--- src/rtl/core/brb_pkg.sv ---
// Shared widths, constants, command codes and control structs of the byte ring buffer.
package brb_pkg;

   localparam int DATA_W   = 8;
   localparam int PTR_W    = 12;
   localparam int LEN_W    = 12;
   localparam int SUM_W    = PTR_W + 1;
   localparam int SLOTS    = 1 << PTR_W;
   localparam int CAPACITY = SLOTS - 1;
   localparam int MAX_RUN  = 64;
   localparam int RUN_W    = $clog2(MAX_RUN + 1);

   typedef enum logic [2:0] {
      CMD_PUSH    = 3'd0,
      CMD_POP     = 3'd1,
      CMD_PEEK    = 3'd2,
      CMD_ADV_WR  = 3'd3,
      CMD_ADV_RD  = 3'd4,
      CMD_CLEAR   = 3'd5
   } cmd_type;

   typedef enum logic [1:0] {
      ST_OK        = 2'd0,
      ST_NO_ROOM   = 2'd1,
      ST_RUN_LIMIT = 2'd2
   } status_type;

   typedef struct packed {
      logic take;
      logic step;
      logic load;
   } ctl_type;

   typedef struct packed {
      logic run_go;
      logic more_bytes;
   } dps_type;

endpackage

--- src/rtl/core/brb_ctrl.sv ---
// Controller state machine sequencing transfers, byte reads and result loads.
module brb_ctrl (
   input  logic             clock,
   input  logic             reset,
   input  logic             req_tvalid,
   output logic             req_tready,
   output logic             rsp_tvalid,
   input  logic             rsp_tready,
   input  brb_pkg::dps_type dp_status,
   output brb_pkg::ctl_type dp_ctl
);

   typedef enum logic [1:0] {
      IDLE,
      READ,
      EMIT,
      HOLD
   } state_type;

   state_type state_ff, state_in;
   logic      ready_ff;
   logic      valid_ff;
   logic      take;

   assign take = req_tvalid & ready_ff;

   always_comb begin
      state_in = state_ff;
      unique case (state_ff)
         IDLE: begin
            if (take) begin
               state_in = dp_status.run_go ? READ : EMIT;
            end
         end
         READ: state_in = EMIT;
         EMIT: state_in = HOLD;
         HOLD: begin
            if (rsp_tready) begin
               state_in = dp_status.more_bytes ? READ : IDLE;
            end
         end
         default: state_in = IDLE;
      endcase
   end

   always_ff @(posedge clock) begin
      if (reset) begin
         state_ff <= IDLE;
         ready_ff <= 1'b0;
         valid_ff <= 1'b0;
      end else begin
         state_ff <= state_in;
         ready_ff <= (state_in == IDLE);
         valid_ff <= (state_in == HOLD);
      end
   end

   assign dp_ctl.take = take;
   assign dp_ctl.step = (state_ff == READ);
   assign dp_ctl.load = (state_ff == EMIT);
   assign req_tready  = ready_ff;
   assign rsp_tvalid  = valid_ff;

endmodule

--- config.mk ---
export PLATFORM = sky130hd
export DESIGN_NAME = brb_ctrl
export DESIGN_NICKNAME = d
export VERILOG_FILES = /design/src/rtl/core/brb_pkg.sv /design/src/rtl/core/brb_ctrl.sv
export SDC_FILE = /design/constraint.sdc
export NUM_CORES = 1
export LEC_CHECK = 0
export BUFFER_PORTS_ARGS = -buffer_cell sky130_fd_sc_hd__buf_2
export CAP_MARGIN = 20
export CORE_AREA = 2 2 39 41
export CTS_BUF_LIST = sky130_fd_sc_hd__clkbuf_8 sky130_fd_sc_hd__clkbuf_16
export DETAILED_ROUTE_END_ITERATION = 6
export DIE_AREA = 0 0 41 43
export PLACE_DENSITY = 0.45
export SYNTH_ARGS = -nofsm -noshare
export SYNTH_HDL_FRONTEND = slang
export SYNTH_SLANG_ARGS = --single-unit
--- constraint.sdc ---
create_clock -name clock -period 0.8 [get_ports clock]
set_input_delay 0.08 -clock clock [delete_from_list [all_inputs] [get_ports clock]]
set_output_delay 0.08 -clock clock [all_outputs]
set_load 0.02 [all_outputs]
Word-level counts from Yosys, hierarchy flattened
Index checks and enable logic that the tools add are counted.
Operators by class
  reduce and logical (&&, ||, !) cells: 2
  mux-type cells: 5
  equality and inequality tests: 4
  bitwise logic cells: 1
Operators with widths (number)
  $pmux 2 s4: 1
  $eq 2x2->1 const B: 3
  $mux 2: 3
  $logic_not 2->1: 2
  $eq 2x1->1 const B: 1
  $and 1x1->1: 1
  $mux 1: 1
Storage, ports and cells
  word-level logic and storage cells: 15
  bits of input ports: 6
  bits in registers: 4

Longest topological paths before layout
Gate-level depths: netlist (run 1).
  depth in word-level cells: 4
  mapped depth: 3
  depth with buffers taken out: 3

Least setup slack after synthesis (run 1)
OpenSTA, ideal clock, no wires.
  path type: register -> register
  start point: reg ready_ff, in the netlist req_tready
  end point: reg ready_ff, in the netlist req_tready
  stages on the path, launching flop included: 4
  slack: -210 ps
  arrival time: 950 ps
  path buffers: 0
  required time: 740 ps
  cells stage by stage: dfxtp_1 and3b_1 o31ai_2 and3b_1
Between the ends
  cells in the longest elaborated chain, start to end: 4
RTL lines
  from (decl): RTL line brb_ctrl.sv:21  | logic ready_ff;
  from (signal assigned): RTL line brb_ctrl.sv:53  | ready_ff <= (state_in == IDLE);
  $and 1x1->1: RTL line brb_ctrl.sv:25  | assign take = req_tvalid & ready_ff;
  $mux 2: RTL line brb_ctrl.sv:31  | if (take) begin
  $pmux 2 s4: RTL line brb_ctrl.sv:29  | unique case (state_ff)
  $logic_not 2->1: RTL line brb_ctrl.sv:53
No other way between the ends.
A chain may end at the register's enable or synchronous reset.

==> flow_metrics.py, run 1 <==
metrics = {
    "pwr": {
        "power_density_mw_per_mm2": 2544,
        "cell_internal_power_mw": 0.7420,
        "power.share.switching_pct": 26.68,
        "power.net_switching_mw": 0.2701,
        "p_seq_share_pct": 25.6,
        "irDropWorstVdd_v": 0.001032,
        "p_leak_nw": 0.1815,
        "power.clock.fraction_pct": 43.6,
        "comb_power_share_pct": 30.8,
    },
    "die": {
        "floorplan.io_pins": 11,
        "num_rows": 14,
        "core_area_mm2": 0.001384,
        "die_x_um": 41,
        "die_height_um": 43,
        "die-area_mm2": 0.001763,
        "initial_util_pct": 12.57,
    },
    "place": {
        "placed_cells": 46,
        "gp_congestion": 0.6397,
        "sum_of_net_half_perimeters_after_detailed_placement_um": 327.1,
        "pre_cts_ws_ps": -238.3,
        "dpl_cell_area_um2": 267.8,
        "buffer_ports.inserted": 10,
    },
    "timing": {
        "fmax_mhz": 985.6,
        "postLayoutSetupSlackWorst_ps": -214.6,
        "setup-tns-final_ps": -1167,
        "fin_skew_ps": 1.560,
        "min_clock_period_post_route_ps": 1015,
        "final.period_utilization_pct": 126.8,
        "worstMarginPinSlew_ps": 234.9,
        "slew-limit-headroom_pct": 84.34,
        "setup_viol": 7,
        "hold_viol_final": 0,
        "grt_setup_unrepaired": "true",
        "report.final.slew_viol_count": 0,
    },
    "cts": {
        "tritoncts": "done",
        "clock_sink_count": 4,
        "tritoncts.num_buffers": 3,
        "cts.path.max_buffers": 2,
        "clk-insertion-delay-late_ps": 220,
        "clock_root_buffer_master": "sky130_fd_sc_hd__clkbuf_8",
        "cts_hold_buffers": 0,
        "clkTransAtPathRegs_ps": 30,
        "clock_tree.htree_level_count": 1,
    },
    "cells_and_area": {
        "layout_common_cells": "sky130_fd_sc_hd__buf_6, sky130_fd_sc_hd__buf_2, sky130_fd_sc_hd__nor2_1, sky130_fd_sc_hd__clkbuf_8",
        "n_antenna_cell": 0,
        "final_area_um2": 397.9,
        "mostFrequentLayoutCell": "sky130_fd_sc_hd__buf_6",
        "finish.net_count": 43,
        "growth_of_design_area_from_synthesis_to_finish_pct": 128.8,
        "finalCoreUtilization_pct": 28.75,
        "final_cell_count_no_fill": 52,
        "drive_above_1_share_pct": 72.22,
    },
    "synthesis": {
        "yosys_warnings": 0,
        "synth_area_leader_cell": "sky130_fd_sc_hd__dfxtp_1",
        "synthesis.area_per_instance_um2": 9.662,
        "synth-seq-area-share_pct": 46.04,
        "total_nets_after_synthesis": 24,
        "synth.cell_area_um2": 173.9,
        "syn-instance-count": 18,
        "netlist-cell-type-count": 11,
        "synth_seq_cells": 4,
        "yosys-top-cells-area": "sky130_fd_sc_hd__dfxtp_1, sky130_fd_sc_hd__and3b_1, sky130_fd_sc_hd__nor2b_1",
        "post-synth-top-area-fraction_pct": 46.04,
    },
    "grt": {
        "number_of_global_route_vias_before_repair": 200,
        "grt_overflow": 0,
        "global_route_wire_length_before_repair_um": 807,
        "grt_usage_pct": 7.229,
        "grt_antenna_before_repair": 0,
        "pin_count_of_the_biggest_net_entering_global_routing": 5,
    },
    "drt": {
        "drt-total-wl_um": 533,
        "drt-met1-wl_um": 234,
        "detail_route.drc_violations": 0,
        "wl_met2_um": 248,
        "routed_antenna_nets": 0,
        "met3WireLength_um": 50,
        "routed.top_layer": "met3",
        "drtIter0Drc": 3,
        "vias_per_cell": 3.865,
        "via_count": 201,
        "drt_first_pass_iters": 4,
        "wl_per_cell_um": 10.25,
    },
    "job": {
        "max_cap_viol_count": 0,
    },
    "critical_path": {
        "timing.setup.critical_path_class": "flip-flop to primary output",
        "worst-endpoint-arrival_ps": 930,
        "regToRegEndpoint": "req_tready",
        "crit_path_end_kind": "primary output",
        "timing.reg2reg.setup_slack_ps": -200,
        "worst_ep_required_time_ps": 720,
        "worst_path_most_repeated_cell": "sky130_fd_sc_hd__buf_6",
        "reg2regPathDepth": 3,
        "critical_path.max_fanout": 4,
        "cp_cell_sequence": "buf_6 > nor2b_4 > buf_6",
        "worst_path_largest_cell_delay_ps": 340,
        "crit_path_top_delay_cell": "sky130_fd_sc_hd__dfxtp_2",
        "start_kind": "flip-flop",
        "r2r_start": "req_tready",
    },
    "worst_hold_path": {
        "worstHoldPathCells": 2,
        "worst_hold_path_type": "input pin to flip-flop",
        "timing.hold.worst_endpoint": "state_ff[1]",
        "timing.hold.worst.start": "reset",
    },
    "outcome": {
        "violations": "setup timing",
        "run_status": "finished, violations left",
    },
}
[power groups by stage]
stage	registers, mW	clock network, mW	logic, mW
floorplan	0.275	0	0.0988
global placement	0.256	0	0.193
detailed placement	0.256	0	0.192
CTS	0.258	0.453	0.302
global route	0.264	0.472	0.335
finish	0.259	0.442	0.311
[worst max-delay path: cells and delay by family (launching register included)]
family	cells	cell delay (ps)
simple gates	1	130
flops	1	340
buf+inv	2	240
[timing repair]
action / 4_1_cts / 5_1_grt
gates resized for setup: 18 / 1
buffers inserted: 2 / 0
pin swaps: 2 / 1
endpoints found under the setup margin: 7 / 8
[metal layers]
layer	global-route usage [%]	up-vias
met1	7.717	92
li1	-	98
met4	6.000	0
met3	3.665	0
met5	0	-
met2	10.00	11
[cell type report]
cell class / count / area [µm²]
timing repair buffer: 15 / 123.9
clock buffer: 3 / 41.29
tap: 16 / 20.02
clock inverter: 1 / 3.754
sequential: 4 / 88.84
multi-input combinational: 13 / 120.1
fill: 147 / 985.9
[Yosys cell counts]
master	n
sky130_fd_sc_hd__nand3b_1	1
sky130_fd_sc_hd__and3b_1	2
sky130_fd_sc_hd__dfxtp_1	4
sky130_fd_sc_hd__and2_1	1
sky130_fd_sc_hd__a32oi_1	1
sky130_fd_sc_hd__nor2_1	3
sky130_fd_sc_hd__o31ai_2	1
sky130_fd_sc_hd__nand3_1	1
sky130_fd_sc_hd__nor3_1	1
sky130_fd_sc_hd__buf_4	1
sky130_fd_sc_hd__nor2b_1	2
[registers in the layout, summed over array words and instances, names as in the netlist]
| signal | cells |
|---|---|
| rsp_tvalid | 1 |
| state_ff | 2 |
| req_tready | 1 |
[cell families (layout without fill, tap and decap cells)]
| group | after synthesis | in the layout | synth area share (%) |
|---|---|---|---|
| buffers and inverters | 1 | 19 | 4.318 |
| and+or+nand+nor | 11 | 11 | 37.41 |
| DFF | 4 | 4 | 46.05 |
| AOI/OAI and AO/OA | 2 | 2 | 12.23 |
[how the worst max path moves through the flow]
stage,startpoint,slack (ps),to
after floorplan,req_tready,-200,req_tready
after global placement,req_tready,-240,req_tready
after detailed placement,req_tready,-240,req_tready
after CTS,state_ff[0],-220,dp_ctl[1]
after global routing,state_ff[0],-250,dp_ctl[1]
final,state_ff[0],-210,dp_ctl[1]
[stage by stage]
step | power [mW] | hold WS, ps
floorplan | 0.3738 | 146.7
global placement | 0.4484 | 280.3
detailed placement | 0.4483 | 279.3
CTS | 1.013 | 40.39
global route | 1.071 | 63.04
finish | 1.012 | 50.73
No activity file was read; power rests on OpenSTA's default activity.
==> run 2: changes to the inputs <==
Settings changed: HOLD_SLACK_MARGIN set to 0.12.
==> run 2 against run 1 <==
Net effect:
- the run still ends with setup timing left
- core utilization up 0.72 points
- first-iteration DRC count unchanged
- global-route usage up 0.10 points
- via count up 2.0%
- wire length up 1.1%
- combinational power up 1%
- register-to-register slack about the same
- cell area up 2.5%
- non-clock buffer count up 1
- clock power about the same
- critical path type unchanged
==> flow_metrics.py, run 2 (synthesis gave the netlist of run 1 again) <==
metrics = {
    "critical_path": {
        "timing.setup.critical_path_class": "flip-flop to primary output",
        "crit_path_end_kind": "primary output",
        "crit_path_top_delay_cell": "sky130_fd_sc_hd__dfxtp_2",
        "critical_path.max_fanout": 4,
        "cp_cell_sequence": "buf_6 > nor2b_4 > buf_6",
        "timing.reg2reg.setup_slack_ps": -200,
        "worst_ep_required_time_ps": 720,
        "reg2regPathDepth": 3,
        "regToRegEndpoint": "req_tready",
        "r2r_start": "req_tready",
        "worst_path_largest_cell_delay_ps": 340,
        "worst_path_most_repeated_cell": "sky130_fd_sc_hd__buf_6",
        "start_kind": "flip-flop",
        "worst-endpoint-arrival_ps": 930,
    },
    "timing": {
        "final.period_utilization_pct": 126.8,
        "min_clock_period_post_route_ps": 1015,
        "grt_setup_unrepaired": "true",
        "final_hold_slack_ps": 211.9,
        "slew-limit-headroom_pct": 84.30,
        "worstMarginPinSlew_ps": 235.4,
        "fmax_mhz": 985.6,
        "hold_viol_final": 0,
        "fin_skew_ps": 1.610,
        "postLayoutSetupSlackWorst_ps": -214.6,
        "report.final.slew_viol_count": 0,
        "setup_viol": 7,
    },
    "place": {
        "buffer_ports.inserted": 10,
        "gp_congestion": 0.6397,
        "sum_of_net_half_perimeters_after_detailed_placement_um": 327.1,
    },
    "cells_and_area": {
        "largest_reg_flops": 2,
        "largest-register": "state_ff",
        "layout_common_cells": "sky130_fd_sc_hd__buf_6, sky130_fd_sc_hd__buf_2, sky130_fd_sc_hd__nor2_1, sky130_fd_sc_hd__clkbuf_8",
        "n_antenna_cell": 0,
        "finish.net_count": 44,
        "mostFrequentLayoutCell": "sky130_fd_sc_hd__buf_6",
        "drive_above_1_share_pct": 70.27,
        "finalCoreUtilization_pct": 29.48,
        "growth_of_design_area_from_synthesis_to_finish_pct": 134.5,
    },
    "cts": {
        "tritoncts": "done",
        "clock_root_buffer_master": "sky130_fd_sc_hd__clkbuf_8",
        "clock_tree.htree_level_count": 1,
        "clk-insertion-delay-late_ps": 220,
        "clkTransAtPathRegs_ps": 30,
        "tritoncts.num_buffers": 3,
        "clock_sink_count": 4,
        "cts.path.max_buffers": 2,
    },
    "drt": {
        "vias_per_cell": 3.868,
        "detail_route.drc_violations": 0,
        "drt-total-wl_um": 539,
        "routed_antenna_nets": 0,
        "drt_first_pass_iters": 4,
        "drtIter0Drc": 3,
        "wl_per_cell_um": 10.17,
        "via_count": 205,
    },
    "pwr": {
        "p_leak_nw": 0.1856,
        "comb_power_share_pct": 31.0,
        "power.share.switching_pct": 26.66,
        "power.clock.fraction_pct": 43.5,
        "p_seq_share_pct": 25.5,
        "irDropWorstVdd_v": 0.001053,
        "cell_internal_power_mw": 0.7452,
        "power_density_mw_per_mm2": 2491,
        "power.net_switching_mw": 0.2709,
    },
    "die": {
        "die_height_um": 43,
        "num_rows": 14,
        "die-area_mm2": 0.001763,
        "initial_util_pct": 12.57,
        "core_area_mm2": 0.001384,
        "die_x_um": 41,
        "floorplan.io_pins": 11,
    },
    "outcome": {
        "violations": "setup timing",
        "run_status": "finished, violations left",
    },
    "grt": {
        "grt_usage_pct": 7.329,
        "grt_antenna_before_repair": 0,
        "number_of_global_route_vias_before_repair": 206,
        "global_route_wire_length_before_repair_um": 821,
        "grt_overflow": 0,
        "pin_count_of_the_biggest_net_entering_global_routing": 5,
    },
    "worst_hold_path": {
        "worst_hold_path_type": "input pin to flip-flop",
        "timing.hold.worst_endpoint": "state_ff[0]",
        "worstHoldPathCells": 3,
        "timing.hold.worst.start": "dp_status[1]",
    },
    "job": {
        "max_cap_viol_count": 0,
    },
}
[run 2: per-layer routing]
metal	track usage (%)	vias up	part of all wire (%)
met4	6.000	0	0
met5	0	-	0
met1	7.395	94	42
met3	3.665	0	9.8
li1	-	100	-
met2	10.63	11	48
[run 2: stage by stage]
step / instance area [µm²] / setup WS [ps] / total power, mW / cells / TNS [ps]
CTS: 405.4 / -217.9 / 1.016 / 53 / -1116
finish: 407.9 / -214.6 / 1.016 / 53 / -1169
global placement: 267.8 / -242.7 / 0.4484 / 46 / -913.0
global route: 407.9 / -253.0 / 1.075 / 53 / -1467
detailed placement: 267.8 / -238.3 / 0.4483 / 46 / -895.9
floorplan: 182.7 / -203.1 / 0.3738 / 18 / -598.4
[run 2: worst max-delay path by stage]
stage / from / end / slack, ps / cells past startpoint
CTS: state_ff[0] / dp_ctl[1] / -220 / 3
detailed placement: req_tready / req_tready / -240 / 3
finish: state_ff[0] / dp_ctl[1] / -210 / 3
global route: state_ff[0] / dp_ctl[1] / -250 / 3
global placement: req_tready / req_tready / -240 / 3
floorplan: req_tready / req_tready / -200 / 3
[run 2: power groups by stage]
| stage | sequential, mW | clock, mW | combinational (mW) |
|---|---|---|---|
| floorplan | 0.275 | 0 | 0.0988 |
| finish | 0.259 | 0.442 | 0.315 |
| detailed placement | 0.256 | 0 | 0.192 |
| CTS | 0.258 | 0.453 | 0.305 |
| global placement | 0.256 | 0 | 0.193 |
| global route | 0.264 | 0.472 | 0.339 |
[run 2: worst max-delay path, delay by kind of cell, from the launching register on]
kind / cells / cell delay (ps)
flip-flops: 1 / 340
buffers and inverters: 2 / 240
AND/OR/NAND/NOR: 1 / 130
[run 2: layout make-up]
type,count,area [µm²]
clock buffers,3,41.29
flip-flops and latches,4,88.84
repair buffers,16,133.9
multi-input cells,13,120.1
clock inverters,1,3.754
well taps,16,20.02
fillers,148,975.9
[run 2: what timing repair did]
| action | in CTS | in global routing |
|---|---|---|
| endpoints found under the hold margin | 3 | 0 |
| setup buffers | 2 | 0 |
| pin swaps | 2 | 1 |
| setup endpoints to repair | 7 | 8 |
| hold buffers | 1 | 0 |
| gates resized for setup | 18 | 1 |
==> run 3: changes to the inputs <==
Settings changed: PLACE_DENSITY 0.45 to 0.39, SKIP_CTS_REPAIR_TIMING set to 1.
==> run 3 against run 2 <==
Net effect:
- the flow still finishes with violations (setup timing)
- sequential share of layout area grew 1.1 points
- worst hold slack worse by 67 ps
- critical path depth did not move
- via count rose by 2.9%
- core utilization down 0.63 points
- combinational power fell by 6%
- setup slack improved by 14 ps
- final cell count stayed put
- global-route usage fell by 0.79 points
- critical path type unchanged
- critical endpoint is now dp_ctl[0]
- largest cell class unchanged
- largest power group unchanged
==> flow_metrics.py, run 3 (synthesis gave the netlist of run 1 again) <==
metrics = {
    "timing": {
        "setup_viol": 7,
        "grt_setup_unrepaired": "true",
        "hold_viol_final": 0,
        "postLayoutSetupSlackWorst_ps": -200.8,
        "slew-limit-headroom_pct": 84.89,
        "fmax_mhz": 999.2,
        "final_hold_slack_ps": 145.1,
        "report.final.slew_viol_count": 0,
        "fin_skew_ps": 2.174,
        "min_clock_period_post_route_ps": 1001,
        "final.period_utilization_pct": 125.1,
        "worstMarginPinSlew_ps": 226.7,
    },
    "cts": {
        "clock_root_buffer_master": "sky130_fd_sc_hd__clkbuf_8",
        "cts.path.max_buffers": 2,
        "clk-insertion-delay-late_ps": 220,
        "tritoncts": "done",
        "clock_sink_count": 4,
        "clock_tree.htree_level_count": 1,
        "tritoncts.num_buffers": 3,
        "clkTransAtPathRegs_ps": 30,
    },
    "die": {
        "floorplan.io_pins": 11,
        "die-area_mm2": 0.001763,
        "die_x_um": 41,
        "die_height_um": 43,
        "initial_util_pct": 12.57,
        "num_rows": 14,
        "core_area_mm2": 0.001384,
    },
    "place": {
        "gp_congestion": 0.5591,
        "buffer_ports.inserted": 10,
        "placed_cells": 45,
    },
    "cells_and_area": {
        "layout_common_cells": "sky130_fd_sc_hd__buf_2, sky130_fd_sc_hd__buf_4, sky130_fd_sc_hd__buf_6",
        "finish.net_count": 44,
        "largest_reg_flops": 2,
        "largest-register": "state_ff",
        "final_cell_count_no_fill": 53,
        "drive_above_1_share_pct": 70.27,
        "n_antenna_cell": 0,
        "growth_of_design_area_from_synthesis_to_finish_pct": 129.5,
        "mostFrequentLayoutCell": "sky130_fd_sc_hd__buf_2",
        "filler_cell_count": 145,
    },
    "outcome": {
        "run_status": "finished, violations left",
        "violations": "setup timing",
    },
    "critical_path": {
        "worst_ep_required_time_ps": 720,
        "regToRegEndpoint": "req_tready",
        "worst-endpoint-arrival_ps": 920,
        "start_kind": "flip-flop",
        "reg2regPathDepth": 3,
        "crit_path_end_kind": "primary output",
        "timing.reg2reg.setup_slack_ps": -170,
        "critical_path.max_fanout": 6,
        "r2r_start": "state_ff[1]",
        "critical_path.startpoint": "state_ff[0]",
        "timing.setup.critical_path_class": "flip-flop to primary output",
    },
    "pwr": {
        "irDropWorstVdd_v": 0.0005654,
        "power.net_switching_mw": 0.2669,
        "power_density_mw_per_mm2": 2507,
        "p_seq_share_pct": 26.2,
        "cell_internal_power_mw": 0.7339,
        "power.share.switching_pct": 26.67,
        "p_leak_nw": 0.1834,
        "comb_power_share_pct": 29.6,
        "power.clock.fraction_pct": 44.3,
    },
    "drt": {
        "detail_route.drc_violations": 0,
        "drt_first_pass_iters": 1,
        "wl_per_cell_um": 10.64,
        "vias_per_cell": 3.981,
        "via_count": 211,
        "drtIter0Drc": 0,
        "drt-total-wl_um": 564,
        "routed_antenna_nets": 0,
    },
    "grt": {
        "number_of_global_route_vias_before_repair": 179,
        "grt_antenna_before_repair": 0,
        "grt_usage_pct": 6.539,
        "grt_overflow": 0,
        "pin_count_of_the_biggest_net_entering_global_routing": 7,
        "global_route_wire_length_before_repair_um": 669,
    },
    "worst_hold_path": {
        "timing.hold.worst_endpoint": "req_tready",
        "timing.hold.worst.start": "reset",
        "worst_hold_path_type": "input pin to flip-flop",
        "worstHoldPathCells": 2,
    },
    "job": {
        "max_cap_viol_count": 0,
    },
}
run 3: area by class of cell:
cell class / instances / area [µm²] / share of cell area (%)
sequential: 4 / 91.34 / 22.88
clock inverter: 1 / 3.754 / 0.9404
tap: 16 / 20.02 / 5.016
multi-input combinational: 13 / 120.1 / 30.09
clock buffer: 3 / 41.29 / 10.34
timing repair buffer: 16 / 122.6 / 30.72
run 3: layer usage:
| metal | GRT usage [%] | vias to the layer above | part of all wire (%) |
|---|---|---|---|
| met4 | 10.00 | 0 | 5.1 |
| met2 | 7.813 | 13 | 48 |
| met5 | 0 | - | 0 |
| li1 | - | 101 | - |
| met1 | 6.149 | 93 | 33 |
| met3 | 3.141 | 4 | 14 |
run 3: worst max-delay path, cell delays in order (launching register included):
cell and delay, ps:
sky130_fd_sc_hd__dfxtp_4 350, sky130_fd_sc_hd__buf_4 140, sky130_fd_sc_hd__nor2b_4 100, sky130_fd_sc_hd__buf_6 110
run 3: power by group through the flow:
stage,registers [mW],logic (mW),clock network [mW]
final,0.262,0.296,0.443
after global placement,0.257,0.179,0
after floorplan,0.275,0.0988,0
after detailed placement,0.260,0.179,0
after global routing,0.268,0.315,0.468
after CTS,0.258,0.181,0.459
run 3: worst max-delay path by stage:
stage / endpoint / slack [ps] / depth (start not counted)
2_1_floorplan: req_tready / -200 / 3
3_3_place_gp: req_tready / -210 / 3
3_5_place_dp: req_tready / -240 / 3
4_1_cts: dp_ctl[0] / -320 / 3
5_1_grt: dp_ctl[0] / -220 / 3
6_report: dp_ctl[0] / -200 / 3
run 3: through the flow:
stage | setup TNS [ps] | instance area, µm² | power [mW] | worst slack [ps] | util (%)
floorplan | -598.4 | 182.7 | 0.3738 | -203.1 | -
global placement | -752.2 | 260.3 | 0.4356 | -214.2 | 18.81
detailed placement | -866.7 | 260.3 | 0.4395 | -243.5 | 18.81
CTS | -1559 | 305.3 | 0.8969 | -315.9 | 22.06
global route | -1197 | 399.1 | 1.051 | -220.9 | 28.84
finish | -958.8 | 399.1 | 1.001 | -200.8 | 28.84
